## src/rtl/core/llgmn_pkg.sv

```systemverilog
// Package: shared types, constants and lookup tables of the LLGMN classifier.
`default_nettype none
package llgmn_pkg;

  localparam int FEATURES = 15;
  localparam int PAIRS = 10;
  localparam int CHANNELS = 4;
  localparam logic signed [15:0] BIAS_ONE = 16'sd8192;

  typedef logic signed [15:0] sample_t;
  typedef logic signed [17:0] mul_op_t;
  typedef logic signed [35:0] mul_res_t;

  // First channel of pairwise product p (pairs in order aa ab ac ad bb bc bd cc cd dd)
  function automatic logic [1:0] pair_a(input logic [3:0] p);
    logic [1:0] r;
    case (p)
      4'd0, 4'd1, 4'd2, 4'd3: r = 2'd0;
      4'd4, 4'd5, 4'd6:       r = 2'd1;
      4'd7, 4'd8:             r = 2'd2;
      default:                r = 2'd3;
    endcase
    return r;
  endfunction

  // Second channel of pairwise product p
  function automatic logic [1:0] pair_b(input logic [3:0] p);
    logic [1:0] r;
    case (p)
      4'd0:             r = 2'd0;
      4'd1, 4'd4:       r = 2'd1;
      4'd2, 4'd5, 4'd7: r = 2'd2;
      default:          r = 2'd3;
    endcase
    return r;
  endfunction

  // exp(-n) in Q1.16, zero past the table
  function automatic logic [16:0] int_exp(input logic [3:0] n);
    logic [16:0] r;
    case (n)
      4'd0:    r = 17'd65536;
      4'd1:    r = 17'd24109;
      4'd2:    r = 17'd8869;
      4'd3:    r = 17'd3263;
      4'd4:    r = 17'd1200;
      4'd5:    r = 17'd442;
      4'd6:    r = 17'd162;
      4'd7:    r = 17'd60;
      4'd8:    r = 17'd22;
      4'd9:    r = 17'd8;
      4'd10:   r = 17'd3;
      4'd11:   r = 17'd1;
      default: r = 17'd0;
    endcase
    return r;
  endfunction

  // exp(-f/16) in Q1.16
  function automatic logic [16:0] frac_exp(input logic [3:0] f);
    logic [16:0] r;
    case (f)
      4'd0:    r = 17'd65536;
      4'd1:    r = 17'd61565;
      4'd2:    r = 17'd57835;
      4'd3:    r = 17'd54331;
      4'd4:    r = 17'd51039;
      4'd5:    r = 17'd47947;
      4'd6:    r = 17'd45042;
      4'd7:    r = 17'd42313;
      4'd8:    r = 17'd39750;
      4'd9:    r = 17'd37341;
      4'd10:   r = 17'd35079;
      4'd11:   r = 17'd32954;
      4'd12:   r = 17'd30957;
      4'd13:   r = 17'd29081;
      4'd14:   r = 17'd27319;
      default: r = 17'd25664;
    endcase
    return r;
  endfunction

endpackage
`default_nettype wire

```

## src/rtl/core/llgmn_mul.sv

```systemverilog
// Shared signed 18x18 multiplier used by the feature, multiply-accumulate and exponential steps.
`default_nettype none
module llgmn_mul (
  input  wire llgmn_pkg::mul_op_t  a,
  input  wire llgmn_pkg::mul_op_t  b,
  output llgmn_pkg::mul_res_t      p
);

  // Form the full-width signed product
  assign p = a * b;

endmodule
`default_nettype wire

```

## src/rtl/core/llgmn_weight_mem.sv

```systemverilog
// Weight store: single write port, one registered read port.
`default_nettype none
module llgmn_weight_mem #(
  parameter int DEPTH = 120,
  parameter int AW    = 7
) (
  input  wire                    clk,
  input  wire                    we,
  input  wire [AW-1:0]           waddr,
  input  wire llgmn_pkg::sample_t wdata,
  input  wire [AW-1:0]           raddr,
  output llgmn_pkg::sample_t     rdata
);

  llgmn_pkg::sample_t mem [DEPTH];

  // Write and registered read
  always_ff @(posedge clk) begin
    if (we) begin
      mem[waddr] <= wdata;
    end
    rdata <= mem[raddr];
  end

endmodule
`default_nettype wire

```

## src/rtl/core/llgmn_posterior_classifier_top.sv

```systemverilog
// Top level: sequencer around one shared multiplier for LLGMN inference.
`default_nettype none
// After reset the block clears its weight store, one entry per cycle, all
// 15*CLASSES*COMPONENTS entries (120 by default), and accepts no transaction
// until done. A classify transaction uses the single multiplier to form the
// ten pairwise features, then one multiply-accumulate per feature and unit,
// then one exponential per unit, followed by a one-bit-per-cycle divider for
// each class posterior; output stalls hold the transaction. Weight loads are
// written straight from idle.
// Results leave one per class in class order; the last carries best_class.
module llgmn_posterior_classifier_top #(
  parameter int CLASSES    = 4,
  parameter int COMPONENTS = 2
) (
  input  wire         clk,
  input  wire         rst_n,
  input  wire         in_valid,
  output logic        in_ready,
  input  wire         in_req_type,
  input  wire  [6:0]  in_weight_index,
  input  wire  [15:0] in_weight_value,
  input  wire  [15:0] in_chan_a,
  input  wire  [15:0] in_chan_b,
  input  wire  [15:0] in_chan_c,
  input  wire  [15:0] in_chan_d,
  output logic        out_valid,
  input  wire         out_ready,
  output logic [1:0]  out_class_index,
  output logic [15:0] out_posterior,
  output logic [1:0]  out_best_class,
  output logic        out_last
);

  localparam int FEATURES = llgmn_pkg::FEATURES;
  localparam int UNITS = CLASSES * COMPONENTS;
  localparam int DEPTH = FEATURES * UNITS;
  localparam int AW    = $clog2(DEPTH);
  localparam int UW    = $clog2(UNITS);
  localparam int CW    = $clog2(CLASSES);
  localparam int JW    = (COMPONENTS > 1) ? $clog2(COMPONENTS) : 1;
  localparam int ZW    = 36;
  localparam int SW    = $clog2(COMPONENTS * 65536 + 1);
  localparam int TW    = $clog2(UNITS * 65536 + 1);
  localparam int NW    = TW + 17;

  localparam logic [3:0] S_CLR  = 4'd0;
  localparam logic [3:0] S_IDLE = 4'd1;
  localparam logic [3:0] S_FEAT = 4'd2;
  localparam logic [3:0] S_MAC  = 4'd3;
  localparam logic [3:0] S_ERD  = 4'd4;
  localparam logic [3:0] S_EX   = 4'd5;
  localparam logic [3:0] S_EM   = 4'd6;
  localparam logic [3:0] S_DSET = 4'd7;
  localparam logic [3:0] S_DIV  = 4'd8;
  localparam logic [3:0] S_OUT  = 4'd9;

  localparam logic [3:0] LAST_FEAT = 4'(FEATURES - 1);
  localparam logic [3:0] LAST_PAIR = 4'(llgmn_pkg::PAIRS - 1);

  logic [3:0] state_r, state_nxt;
  logic [AW-1:0] clr_r, clr_nxt;
  llgmn_pkg::sample_t ch_r [llgmn_pkg::CHANNELS];
  llgmn_pkg::sample_t feat_r [FEATURES];
  logic [3:0] pidx_r, pidx_nxt;
  logic [3:0] iss_i_r, iss_i_nxt;
  logic [UW-1:0] iss_u_r, iss_u_nxt;
  logic [AW-1:0] addr_r, addr_nxt;
  logic iss_done_r, iss_done_nxt;
  logic pend_r, pend_nxt;
  logic [3:0] pi_r, pi_nxt;
  logic [UW-1:0] pu_r, pu_nxt;
  logic signed [ZW-1:0] acc_r, acc_nxt;
  logic signed [ZW-1:0] zmax_r, zmax_nxt;
  logic signed [ZW-1:0] zmem [UNITS];
  logic signed [ZW-1:0] zrd_r;
  logic z_we;
  logic signed [ZW-1:0] z_wval;
  logic [UW-1:0] eu_r, eu_nxt;
  logic [CW-1:0] k_r, k_nxt;
  logic [JW-1:0] j_r, j_nxt;
  logic [3:0] n_r, n_nxt, f_r, f_nxt;
  logic zero_r, zero_nxt;
  logic [SW-1:0] csum_r [CLASSES];
  logic csum_clr, csum_add;
  logic [16:0] e_val;
  logic [TW-1:0] total_r, total_nxt;
  logic [TW-1:0] rem_r, rem_nxt;
  logic [16:0] nlo_r, nlo_nxt, q_r, q_nxt;
  logic [4:0] dcnt_r, dcnt_nxt;
  logic [CW-1:0] best_r, best_nxt;
  logic [15:0] bestv_r, bestv_nxt;
  logic [1:0] oc_r, oc_nxt, ob_r, ob_nxt;
  logic [15:0] op_r, op_nxt;
  logic ol_r, ol_nxt;

  // Memory port
  logic mem_we;
  logic [AW-1:0] mem_waddr;
  llgmn_pkg::sample_t mem_wdata;
  llgmn_pkg::sample_t mem_rdata;

  // Shared multiplier operands
  llgmn_pkg::mul_op_t mul_a, mul_b;
  llgmn_pkg::mul_res_t mul_p;

  logic in_fire, load_ok, feat_we;
  logic signed [ZW-1:0] acc_sum, rnd, x_val;
  logic signed [15:0] feat_val;
  logic [NW-1:0] num;
  logic [TW:0] sh;
  logic [15:0] post;
  logic [31:0] idx_inc;

  llgmn_weight_mem #(.DEPTH(DEPTH), .AW(AW)) u_wmem (
    .clk   (clk),
    .we    (mem_we),
    .waddr (mem_waddr),
    .wdata (mem_wdata),
    .raddr (addr_r),
    .rdata (mem_rdata)
  );

  llgmn_mul u_mul (
    .a (mul_a),
    .b (mul_b),
    .p (mul_p)
  );

  assign in_ready  = (state_r == S_IDLE);
  assign in_fire   = in_valid && in_ready;
  assign out_valid = (state_r == S_OUT);
  assign out_class_index = oc_r;
  assign out_posterior   = op_r;
  assign out_best_class  = ob_r;
  assign out_last        = ol_r;

  // Check a load index: inside the store and not on the last class-component
  always_comb begin
    idx_inc = {25'd0, in_weight_index} + 32'd1;
    load_ok = (idx_inc <= 32'(DEPTH));
    for (int f = 1; f <= FEATURES; f++) begin
      if (idx_inc == 32'(f * UNITS)) begin
        load_ok = 1'b0;
      end
    end
  end

  // Select multiplier operands by phase
  always_comb begin
    mul_a = '0;
    mul_b = '0;
    case (state_r)
      S_FEAT: begin
        mul_a = 18'(ch_r[llgmn_pkg::pair_a(pidx_r)]);
        mul_b = 18'(ch_r[llgmn_pkg::pair_b(pidx_r)]);
      end
      S_MAC: begin
        mul_a = 18'(feat_r[pi_r]);
        mul_b = 18'(mem_rdata);
      end
      S_EM: begin
        mul_a = $signed({1'b0, llgmn_pkg::int_exp(n_r)});
        mul_b = $signed({1'b0, llgmn_pkg::frac_exp(f_r)});
      end
      default: begin
        mul_a = '0;
        mul_b = '0;
      end
    endcase
  end

  // Round a pairwise product to Q2.13 and saturate
  always_comb begin
    rnd = (mul_p + 36'sd4096) >>> 13;
    if (rnd > 36'sd32767) begin
      feat_val = 16'sd32767;
    end else if (rnd < -36'sd32768) begin
      feat_val = -16'sd32768;
    end else begin
      feat_val = rnd[15:0];
    end
  end

  assign acc_sum = ((pi_r == 4'd0) ? '0 : acc_r) + mul_p;
  assign x_val   = zmax_r - zrd_r;
  assign e_val   = zero_r ? 17'd0 : 17'((mul_p + 36'sd32768) >>> 16);
  assign num     = {(NW - SW - 16)'(0), csum_r[k_r], 16'd0} + NW'(total_r >> 1);
  assign sh      = {rem_r, nlo_r[16]};

  // Sequencer
  always_comb begin
    state_nxt = state_r;
    clr_nxt = clr_r;
    pidx_nxt = pidx_r;
    iss_i_nxt = iss_i_r;
    iss_u_nxt = iss_u_r;
    addr_nxt = addr_r;
    iss_done_nxt = iss_done_r;
    pend_nxt = 1'b0;
    pi_nxt = pi_r;
    pu_nxt = pu_r;
    acc_nxt = acc_r;
    zmax_nxt = zmax_r;
    z_we = 1'b0;
    z_wval = '0;
    eu_nxt = eu_r;
    k_nxt = k_r;
    j_nxt = j_r;
    n_nxt = n_r;
    f_nxt = f_r;
    zero_nxt = zero_r;
    csum_clr = 1'b0;
    csum_add = 1'b0;
    total_nxt = total_r;
    rem_nxt = rem_r;
    nlo_nxt = nlo_r;
    q_nxt = q_r;
    dcnt_nxt = dcnt_r;
    best_nxt = best_r;
    bestv_nxt = bestv_r;
    oc_nxt = oc_r;
    op_nxt = op_r;
    ob_nxt = ob_r;
    ol_nxt = ol_r;
    mem_we = 1'b0;
    mem_waddr = AW'(in_weight_index);
    mem_wdata = in_weight_value;
    feat_we = 1'b0;
    post = 16'd0;

    case (state_r)
      S_CLR: begin
        mem_we = 1'b1;
        mem_waddr = clr_r;
        mem_wdata = '0;
        clr_nxt = clr_r + 1'b1;
        if (clr_r == AW'(DEPTH - 1)) begin
          state_nxt = S_IDLE;
        end
      end
      S_IDLE: begin
        if (in_fire) begin
          if (!in_req_type) begin
            mem_we = load_ok;
          end else begin
            pidx_nxt = '0;
            state_nxt = S_FEAT;
          end
        end
      end
      S_FEAT: begin
        feat_we = 1'b1;
        pidx_nxt = pidx_r + 1'b1;
        if (pidx_r == LAST_PAIR) begin
          iss_i_nxt = '0;
          iss_u_nxt = '0;
          addr_nxt = '0;
          iss_done_nxt = 1'b0;
          state_nxt = S_MAC;
        end
      end
      S_MAC: begin
        // Issue one weight read per cycle
        if (!iss_done_r) begin
          pend_nxt = 1'b1;
          pi_nxt = iss_i_r;
          pu_nxt = iss_u_r;
          if (iss_i_r == LAST_FEAT) begin
            iss_i_nxt = '0;
            addr_nxt = AW'(iss_u_r) + 1'b1;
            if (iss_u_r == UW'(UNITS - 1)) begin
              iss_done_nxt = 1'b1;
            end else begin
              iss_u_nxt = iss_u_r + 1'b1;
            end
          end else begin
            iss_i_nxt = iss_i_r + 1'b1;
            addr_nxt = addr_r + AW'(UNITS);
          end
        end
        // Accumulate the returned weight
        if (pend_r) begin
          acc_nxt = acc_sum;
          if (pi_r == LAST_FEAT) begin
            z_we = 1'b1;
            z_wval = (pu_r == UW'(UNITS - 1)) ? '0 : acc_sum;
            if (pu_r == '0 || z_wval > zmax_r) begin
              zmax_nxt = z_wval;
            end
            if (pu_r == UW'(UNITS - 1)) begin
              eu_nxt = '0;
              k_nxt = '0;
              j_nxt = '0;
              csum_clr = 1'b1;
              total_nxt = '0;
              state_nxt = S_ERD;
            end
          end
        end
      end
      S_ERD: begin
        state_nxt = S_EX;
      end
      S_EX: begin
        zero_nxt = (x_val >= 36'sd201326592);
        n_nxt = x_val[27:24];
        f_nxt = x_val[23:20];
        state_nxt = S_EM;
      end
      S_EM: begin
        csum_add = 1'b1;
        total_nxt = total_r + TW'(e_val);
        if (eu_r == UW'(UNITS - 1)) begin
          k_nxt = '0;
          state_nxt = S_DSET;
        end else begin
          eu_nxt = eu_r + 1'b1;
          if (j_r == JW'(COMPONENTS - 1)) begin
            j_nxt = '0;
            k_nxt = k_r + 1'b1;
          end else begin
            j_nxt = j_r + 1'b1;
          end
          state_nxt = S_ERD;
        end
      end
      S_DSET: begin
        rem_nxt = TW'(num >> 17);
        nlo_nxt = num[16:0];
        q_nxt = '0;
        dcnt_nxt = '0;
        state_nxt = S_DIV;
      end
      S_DIV: begin
        // One restoring step per cycle
        nlo_nxt = {nlo_r[15:0], 1'b0};
        if (sh >= {1'b0, total_r}) begin
          rem_nxt = TW'(sh - {1'b0, total_r});
          q_nxt = {q_r[15:0], 1'b1};
        end else begin
          rem_nxt = sh[TW-1:0];
          q_nxt = {q_r[15:0], 1'b0};
        end
        dcnt_nxt = dcnt_r + 1'b1;
        if (dcnt_r == 5'd16) begin
          post = q_nxt[16] ? 16'hFFFF : q_nxt[15:0];
          if (k_r == '0 || post > bestv_r) begin
            bestv_nxt = post;
            best_nxt = k_r;
          end
          oc_nxt = 2'(k_r);
          op_nxt = post;
          ol_nxt = (k_r == CW'(CLASSES - 1));
          ob_nxt = ol_nxt ? 2'(best_nxt) : 2'd0;
          state_nxt = S_OUT;
        end
      end
      S_OUT: begin
        if (out_ready) begin
          if (ol_r) begin
            state_nxt = S_IDLE;
          end else begin
            k_nxt = k_r + 1'b1;
            state_nxt = S_DSET;
          end
        end
      end
      default: begin
        state_nxt = S_IDLE;
      end
    endcase
  end

  // Control registers
  always_ff @(posedge clk) begin
    if (!rst_n) begin
      state_r <= S_CLR;
      clr_r <= '0;
      pend_r <= 1'b0;
    end else begin
      state_r <= state_nxt;
      clr_r <= clr_nxt;
      pend_r <= pend_nxt;
    end
  end

  // Datapath registers
  always_ff @(posedge clk) begin
    pidx_r <= pidx_nxt;
    iss_i_r <= iss_i_nxt;
    iss_u_r <= iss_u_nxt;
    addr_r <= addr_nxt;
    iss_done_r <= iss_done_nxt;
    pi_r <= pi_nxt;
    pu_r <= pu_nxt;
    acc_r <= acc_nxt;
    zmax_r <= zmax_nxt;
    eu_r <= eu_nxt;
    k_r <= k_nxt;
    j_r <= j_nxt;
    n_r <= n_nxt;
    f_r <= f_nxt;
    zero_r <= zero_nxt;
    total_r <= total_nxt;
    rem_r <= rem_nxt;
    nlo_r <= nlo_nxt;
    q_r <= q_nxt;
    dcnt_r <= dcnt_nxt;
    best_r <= best_nxt;
    bestv_r <= bestv_nxt;
    oc_r <= oc_nxt;
    op_r <= op_nxt;
    ob_r <= ob_nxt;
    ol_r <= ol_nxt;
  end

  // Capture samples and features
  always_ff @(posedge clk) begin
    if (in_fire && in_req_type) begin
      ch_r[0] <= in_chan_a;
      ch_r[1] <= in_chan_b;
      ch_r[2] <= in_chan_c;
      ch_r[3] <= in_chan_d;
      feat_r[0] <= llgmn_pkg::BIAS_ONE;
      feat_r[1] <= in_chan_a;
      feat_r[2] <= in_chan_b;
      feat_r[3] <= in_chan_c;
      feat_r[4] <= in_chan_d;
    end
    if (feat_we) begin
      feat_r[4'(pidx_r + 4'd5)] <= feat_val;
    end
  end

  // Logit memory: written once per unit, read registered
  always_ff @(posedge clk) begin
    if (z_we) begin
      zmem[pu_r] <= z_wval;
    end
    zrd_r <= zmem[eu_r];
  end

  // Per-class exponential sums
  always_ff @(posedge clk) begin
    for (int c = 0; c < CLASSES; c++) begin
      if (csum_clr) begin
        csum_r[c] <= '0;
      end else if (csum_add && k_r == CW'(c)) begin
        csum_r[c] <= csum_r[c] + SW'(e_val);
      end
    end
  end

endmodule
`default_nettype wire

```

## config.mk

```make
export PLATFORM = sky130hd
export DESIGN_NAME = llgmn_posterior_classifier_top
export DESIGN_NICKNAME = d
export VERILOG_FILES = /design/src/rtl/core/llgmn_pkg.sv /design/src/rtl/core/llgmn_mul.sv /design/src/rtl/core/llgmn_weight_mem.sv /design/src/rtl/core/llgmn_posterior_classifier_top.sv
export SDC_FILE = /design/constraint.sdc
export NUM_CORES = 2
export LEC_CHECK = 0
export BUFFER_PORTS_ARGS = -buffer_cell sky130_fd_sc_hd__buf_2
export CAP_MARGIN = 20
export CORE_ASPECT_RATIO = 0.6
export CORE_MARGIN = 2
export CORE_UTILIZATION = 40
export DETAILED_ROUTE_END_ITERATION = 10
export GPL_ROUTABILITY_DRIVEN = 1
export PLACE_DENSITY_LB_ADDON = 0.12
export SYNTH_ARGS = -nofsm -noshare
export SYNTH_HDL_FRONTEND = slang
export SYNTH_SLANG_ARGS = --single-unit
```

## constraint.sdc

```tcl
create_clock -name clk -period 20.5 [get_ports clk]
set_clock_uncertainty 0.05 [all_clocks]
set_input_delay 5.125 -clock clk [delete_from_list [all_inputs] [get_ports clk]]
set_output_delay 5.125 -clock clk [all_outputs]
set_load 0.05 [all_outputs]
```

After elaboration in Yosys (flattened, before gate mapping) --
Memory sizes are Yosys's and may differ from the RTL's. A register that Yosys moved wholly into a read port is not among the register bits. Cells that the tools add are included.
Storage, ports and cells: memory bits (writable) 2584, memories 8, ROM bits 544, input port bits 92, latch bits 0, word-level logic and storage cells 305, output and inout bits 23, register bits 242
Operators by class: $add $sub $neg 23, reduce and logical (&&, ||, !) cells 35, divide/modulo/power cells 0, multiplexer cells 142, shifts and indexed selects 0, equal/unequal tests 55, $mul 1, $lt $le $gt $ge 7, bitwise gates (word level) 5
Memory list:
- u_wmem.mem | depth 120, width 16, rd ports 1, clocked after memory_dff 1, write ports 1, RTL line llgmn_weight_mem.sv:15 | llgmn_pkg::sample_t mem [DEPTH];
- zmem | depth 8, width 36, rd ports 1, clocked after memory_dff 1, write ports 1, RTL line llgmn_posterior_classifier_top.sv:74 | logic signed [ZW-1:0] zmem [UNITS];
- (name not given) | depth 16, width 17, rd ports 1, clocked after memory_dff 1, write ports 0, RTL line llgmn_pkg.sv:62 | case (f)
- (name not given) | depth 16, width 15, rd ports 1, clocked after memory_dff 1, write ports 0, RTL line llgmn_pkg.sv:41 | case (n)
- feat_r | depth 15, width 16, rd ports 1, clocked after memory_dff 1, write ports 5, RTL line llgmn_posterior_classifier_top.sv:63 | llgmn_pkg::sample_t feat_r [FEATURES];
- csum_r | depth 4, width 18, rd ports 5, clocked after memory_dff 1, write ports 4, RTL line llgmn_posterior_classifier_top.sv:83 | logic [SW-1:0] csum_r [CLASSES];
- +2 memories
Operator list (count):
- $mux 36 | 5
- $pmux 18 s3 | 2
- $mux 16 | 5
- $mux 20 | 4
- $pmux 20 s2 | 2
- $mux 4 | 19
- $add 18x17->18 | 4
- $mux 18 | 4
- $eq 8x7->1 const B | 8
- $mux 1 | 60
- $pmux 4 s10 | 1
- $add 36x14->36 const B | 1
- $add 36x36->36 | 1
- $ge 36x29->1 const B | 1
- $gt 36x36->1 | 1
- $mul 18x18->36 | 1
- $sub 36x36->36 | 1
- $add 34x19->35 | 1
- $mux 17 | 2
- $pmux 17 s2 | 1
- $add 33x17->33 const B | 1
- $eq 8x6->1 const B | 4
- $pmux 16 s2 | 1
- $eq 4x3->1 const B | 7
- 57 further kinds | 131

Logic depth before layout (Yosys ltp) --
depth after elaboration 22, mapped depth 57, gate-level depth less buffers 52

Cells and area by module --
A second synthesis with hierarchy kept.
Second synthesis, totals: cell total of the unflattened synthesis 8633, area, all modules 137418.0 um2
Modules (own cells, without submodules):
- llgmn_weight_mem | cells each 3498, instances 1, area each 74944.4 um2
- llgmn_posterior_classifier_top | cells each 3783, instances 1, area each 50236.9 um2
- llgmn_mul | cells each 1352, instances 1, area each 12236.7 um2

Least setup slack after synthesis --
Ideal clock, no wire load.
path kind register to register, start reg (tool-made name), end reg zmax_r[0], enable pin, buffers on the path 5, cell stages (with the launch flop) 48, arrival 13.017 ns, slack 6.996 ns, setup time 0.437 ns, path through dfxtp_1 clkbuf_1 clkbuf_1 buf_1 mux4_2 mux2_2 a21oi_1 o221a_2 clkbuf_1 nor2_1 fa_1 inv_1 fa_1 fa_1 fa_1 inv_1 fa_1 inv_1 [... 12 more ...] nor2_1 a211oi_1 o21ai_0 nor3_1 a21oi_1 a21oi_1 o21ai_0 a221o_1 a41oi_1 a21oi_1 xnor2_1 nor2_1 ha_1 nand4_1 nor3_1 a221oi_1 mux2i_1 o21bai_1
RTL lines:
- to (signal assigned) | RTL line llgmn_posterior_classifier_top.sv:397 | zmax_r <= zmax_nxt;
- to (decl) | RTL line llgmn_posterior_classifier_top.sv:73 | logic signed [ZW-1:0] zmax_r, zmax_nxt;

Worst setup path after layout --
start reg pidx_r[0], end reg zmax_r[10], enable pin
Between the ends: cells in the longest elaborated chain, start to end 12
RTL lines:
- from (decl) | RTL line llgmn_posterior_classifier_top.sv:64 | logic [3:0] pidx_r, pidx_nxt;
- from (signal assigned) | RTL line llgmn_posterior_classifier_top.sv:389 | pidx_r <= pidx_nxt;
- $eq 4x2->1 (tied with other cells) | RTL line llgmn_pkg.sv:29 | case (p)
- $reduce_or 3->1 / $reduce_or 2->1 (equally long branches) | RTL line llgmn_pkg.sv:29
- $pmux 2 s3 * | RTL line llgmn_pkg.sv:29
- $mux 2 * | RTL line llgmn_posterior_classifier_top.sv:152 | case (state_r)
- $mem_v2 4x16 *
- $pmux 18 s3 * | RTL line llgmn_posterior_classifier_top.sv:152
- $mul 18x18->36 * | RTL line llgmn_mul.sv:10 | assign p = a * b;
- $add 36x36->36 * | RTL line llgmn_posterior_classifier_top.sv:184 | assign acc_sum = ((pi_r == 4'd0) ? '0 : acc_r) + mul_p;
- $mux 36 * | RTL line llgmn_posterior_classifier_top.sv:286 | z_wval = (pu_r == UW'(UNITS - 1)) ? '0 : acc_sum;
- $gt 36x36->1 * | RTL line llgmn_posterior_classifier_top.sv:287 | if (pu_r == '0 || z_wval > zmax_r) begin
- $logic_or 1x1->1 * | RTL line llgmn_posterior_classifier_top.sv:287
- $reduce_and 4->1 (no source line) *
Every way passes the cells marked *; elsewhere a longest branch is shown, timed or not. The select of a mux whose other input is x is not followed. A chain may end at the register's enable or synchronous reset.

==> metrics <==
run status finished, final reports clean; global-route wire length before repair 552,200 µm; CP max stage cell a22oi_1; Worst-Margin Slew 1227 ps; final setup TNS 0 ps; leakage power 54.61 nW; DP HPWL 258,400 µm; synth unique cells 91; Initial Util 0.4025; area post-placement 143,400 µm²; core area between 300,000 and 400,000 µm²; Final Max Slew Viols 0; post-route cell area 153,200 µm²; WP data arrival approximately 16,000 ps; Worst Hold Depth 2; Clock Sink Count ~3,000; Post-Synth Adder-Cell Area 0.08273; synthesized instance count 8,158; final setup violating endpoints 0; root buf cell clkbuf_16; most frequent cells in the layout edfxtp_1, mux4_2, inv_1; Top Family by Delay on Critical Path compound AO/OA/AOI/OAI gates; reg-to-reg startpoint pidx_r[0]; number of port buffers 114; hold buffer count at cts 0; H-tree depth 5; worst-skew pair later-pin latency 930 ps; Synth Area in XOR/XNOR 0.01268; Syn. warnings 0; initial DRC count slightly above 9,000; Seq/Total Area, Yosys 0.6406; unrepaired setup endpoints after global routing no; asr flop ratio synth 0; most common cell after layout, fill and taps aside edfxtp_1; DIE WIDTH 756.4 µm; reg2reg setup slack 5310 ps; Crit path buffers/inverters 5; Reg2Reg Depth 45; largest net degree at the start of global routing 125; area delta synth->final 12.74%; Max stage delay on crit path 930 ps; largest cells by area after synthesis edfxtp_1, mux4_2, fa_1; aggregate routed wire length ~390,000 µm; chip height about 460 µm; vias post-DR 74,970; clock-pin slew on the worst setup and hold paths 70 ps; top cell type's share of synthesized area 0.6255; gpl congestion 0.8974; fmax between 60 and 70 MHz; Ports around 120; Post-synth EDFFs 2,830; CP Launch Type flip-flop; Total Power approximately 18 mW; Peak VDD IR 0.0002797 V; vias in the first global route about 74,000; CP Data Required Time 21,010 ps; antenna violations before repair 51; Hold Path End nlo_r[5]; Slew headroom 0.1795; Clock Path Buffers 4; Syn Std Cell Area 135,900 µm²; wire per inst 29.22 µm; Synth area leader edfxtp_1; worst-path maximum fanout 27; Setup Buffers After CTS 0; Hold Violations, Final 0; CP endpoint kind flip-flop; antenna viol nets, final 0; worst setup path category reg -> reg; r2r endpoint zmax_r[10]; row cnt 165; #FFs+latches synth 2,933; syn avg cell area 16.65 µm²; Num CTS Buffers a little under 300; post-CTS sizing 0; largest family of logic cells by synthesized area multiplexers; Final nets between 9,000 and 10,000; fin crit share 0.7411; drt via density 5.645; Final Core Density 0.4538; Overflow after GRT 0; first-pass detailed-route iteration total 6; Crit path top cell by count fa_1; Post-route DRC 0; die area 344,500 µm²; Synth Flop Type edfxtp_1; max-capacitance violation count 0; simple-gate share of the synthesized area 0.05311; Post-Syn Nets approximately 9,000; Tmin final between 15,000 and 20,000 ps; worst hold start nlo_r[4]; GRT Util Overall 0.2223; worst hold path class reg -> reg; post-synthesis compound-gate area fraction 0.03904; proportion of layout cells with a drive suffix above 1 0.2162; proportion of synthesized area in mux cells 0.1439; power per cell area 114.3 nW/µm²; TritonCTS clock tree yes
area by class of cell:
cell class	instances	area [µm²]
repair buffers	404	2957
multi-input cells	4220	45430
fillers	29160	184400
clock inverters	156	1733
inverters	661	2481
well taps	4509	5642
clock buffers	371	7823
diodes	25	62.56
flip-flops and latches	2933	87050
worst max path at each step:
stage                     startpoint          to  slack, ps  cells after the start
after floorplan            flip-flop   zmax_r[0]       7000                     47
after global placement     pidx_r[0]   zmax_r[2]       5590                     44
after detailed placement   pidx_r[0]  zmax_r[10]       5680                     46
after CTS                  pidx_r[1]  zmax_r[10]       5560                     46
after global routing       pidx_r[1]  zmax_r[10]       4380                     46
final                      pidx_r[0]  zmax_r[10]       5310                     45
synthesized netlist by cell type (64+ instances only):
library cell  instances
edfxtp_1           2830
mux4_2              797
inv_1               660
nor2_1              600
nand2_1             408
ha_1                356
fa_1                339
clkbuf_1            272
a21oi_1             228
o21ai_0             185
xnor2_1             122
dfxtp_1             103
mux2_2               96
nor3_1               91
a21o_1               79
nor2b_1              78
xor2_1               71
and2_1               70
buf_1                64
tightest hold or removal path: cells and delay by family, from the launching register on:
kind               cells  cell delay (ps)
and+or+nand+nor        1               40
AOI/OAI and AO/OA      1               60
DFF                    1              320
power breakdown:
part / switching [mW] / internal [mW] / leakage [nW]
logic: 3.33 / 1.13 / 22.1
clock network: 2.37 / 3.12 / 4.64
registers: 0.0584 / 7.50 / 27.8
cells by family after synthesis:
logic type / Yosys count
and+or+nand+nor: 1566
buffers and inverters: 1005
muxes: 945
xor gates and xnor gates: 195
DFF: 2933
AOI/OAI and AO/OA: 819
adders and majority gates: 695
metrics by stage:
stage	setup slack [ps]	hold slack, ps	instances
after floorplan	6996	404.1	8158
after global placement	5586	453.3	12710
after detailed placement	5680	461.1	12720
after CTS	5559	475.3	13240
after global routing	4381	508.7	13270
final	5308	472.0	13280
registers in the layout (all words and copies together) (netlist names), 5 cells and up, named ones only:
signal         flops
zmax_r            36
q_r               16
total_r           20
ch_r              64
u_wmem.rdata      16
feat_r           256
dcnt_r             5
clr_r              7
csum_r            72
zmem             288
rem_r             20
bestv_r           16
zrd_r             36
out_posterior     16
addr_r             7
nlo_r             17
u_wmem.mem      1920
acc_r             36
layer usage:
metal	up-vias	track usage	routed length [µm]
met5	-	0.002764	232
met4	20	0.04070	6399
met3	437	0.05489	35360
met2	2792	0.2839	150200
met1	39760	0.3764	195900
li1	31960	-	-
Note: power is estimated with default switching activity, not from simulation.
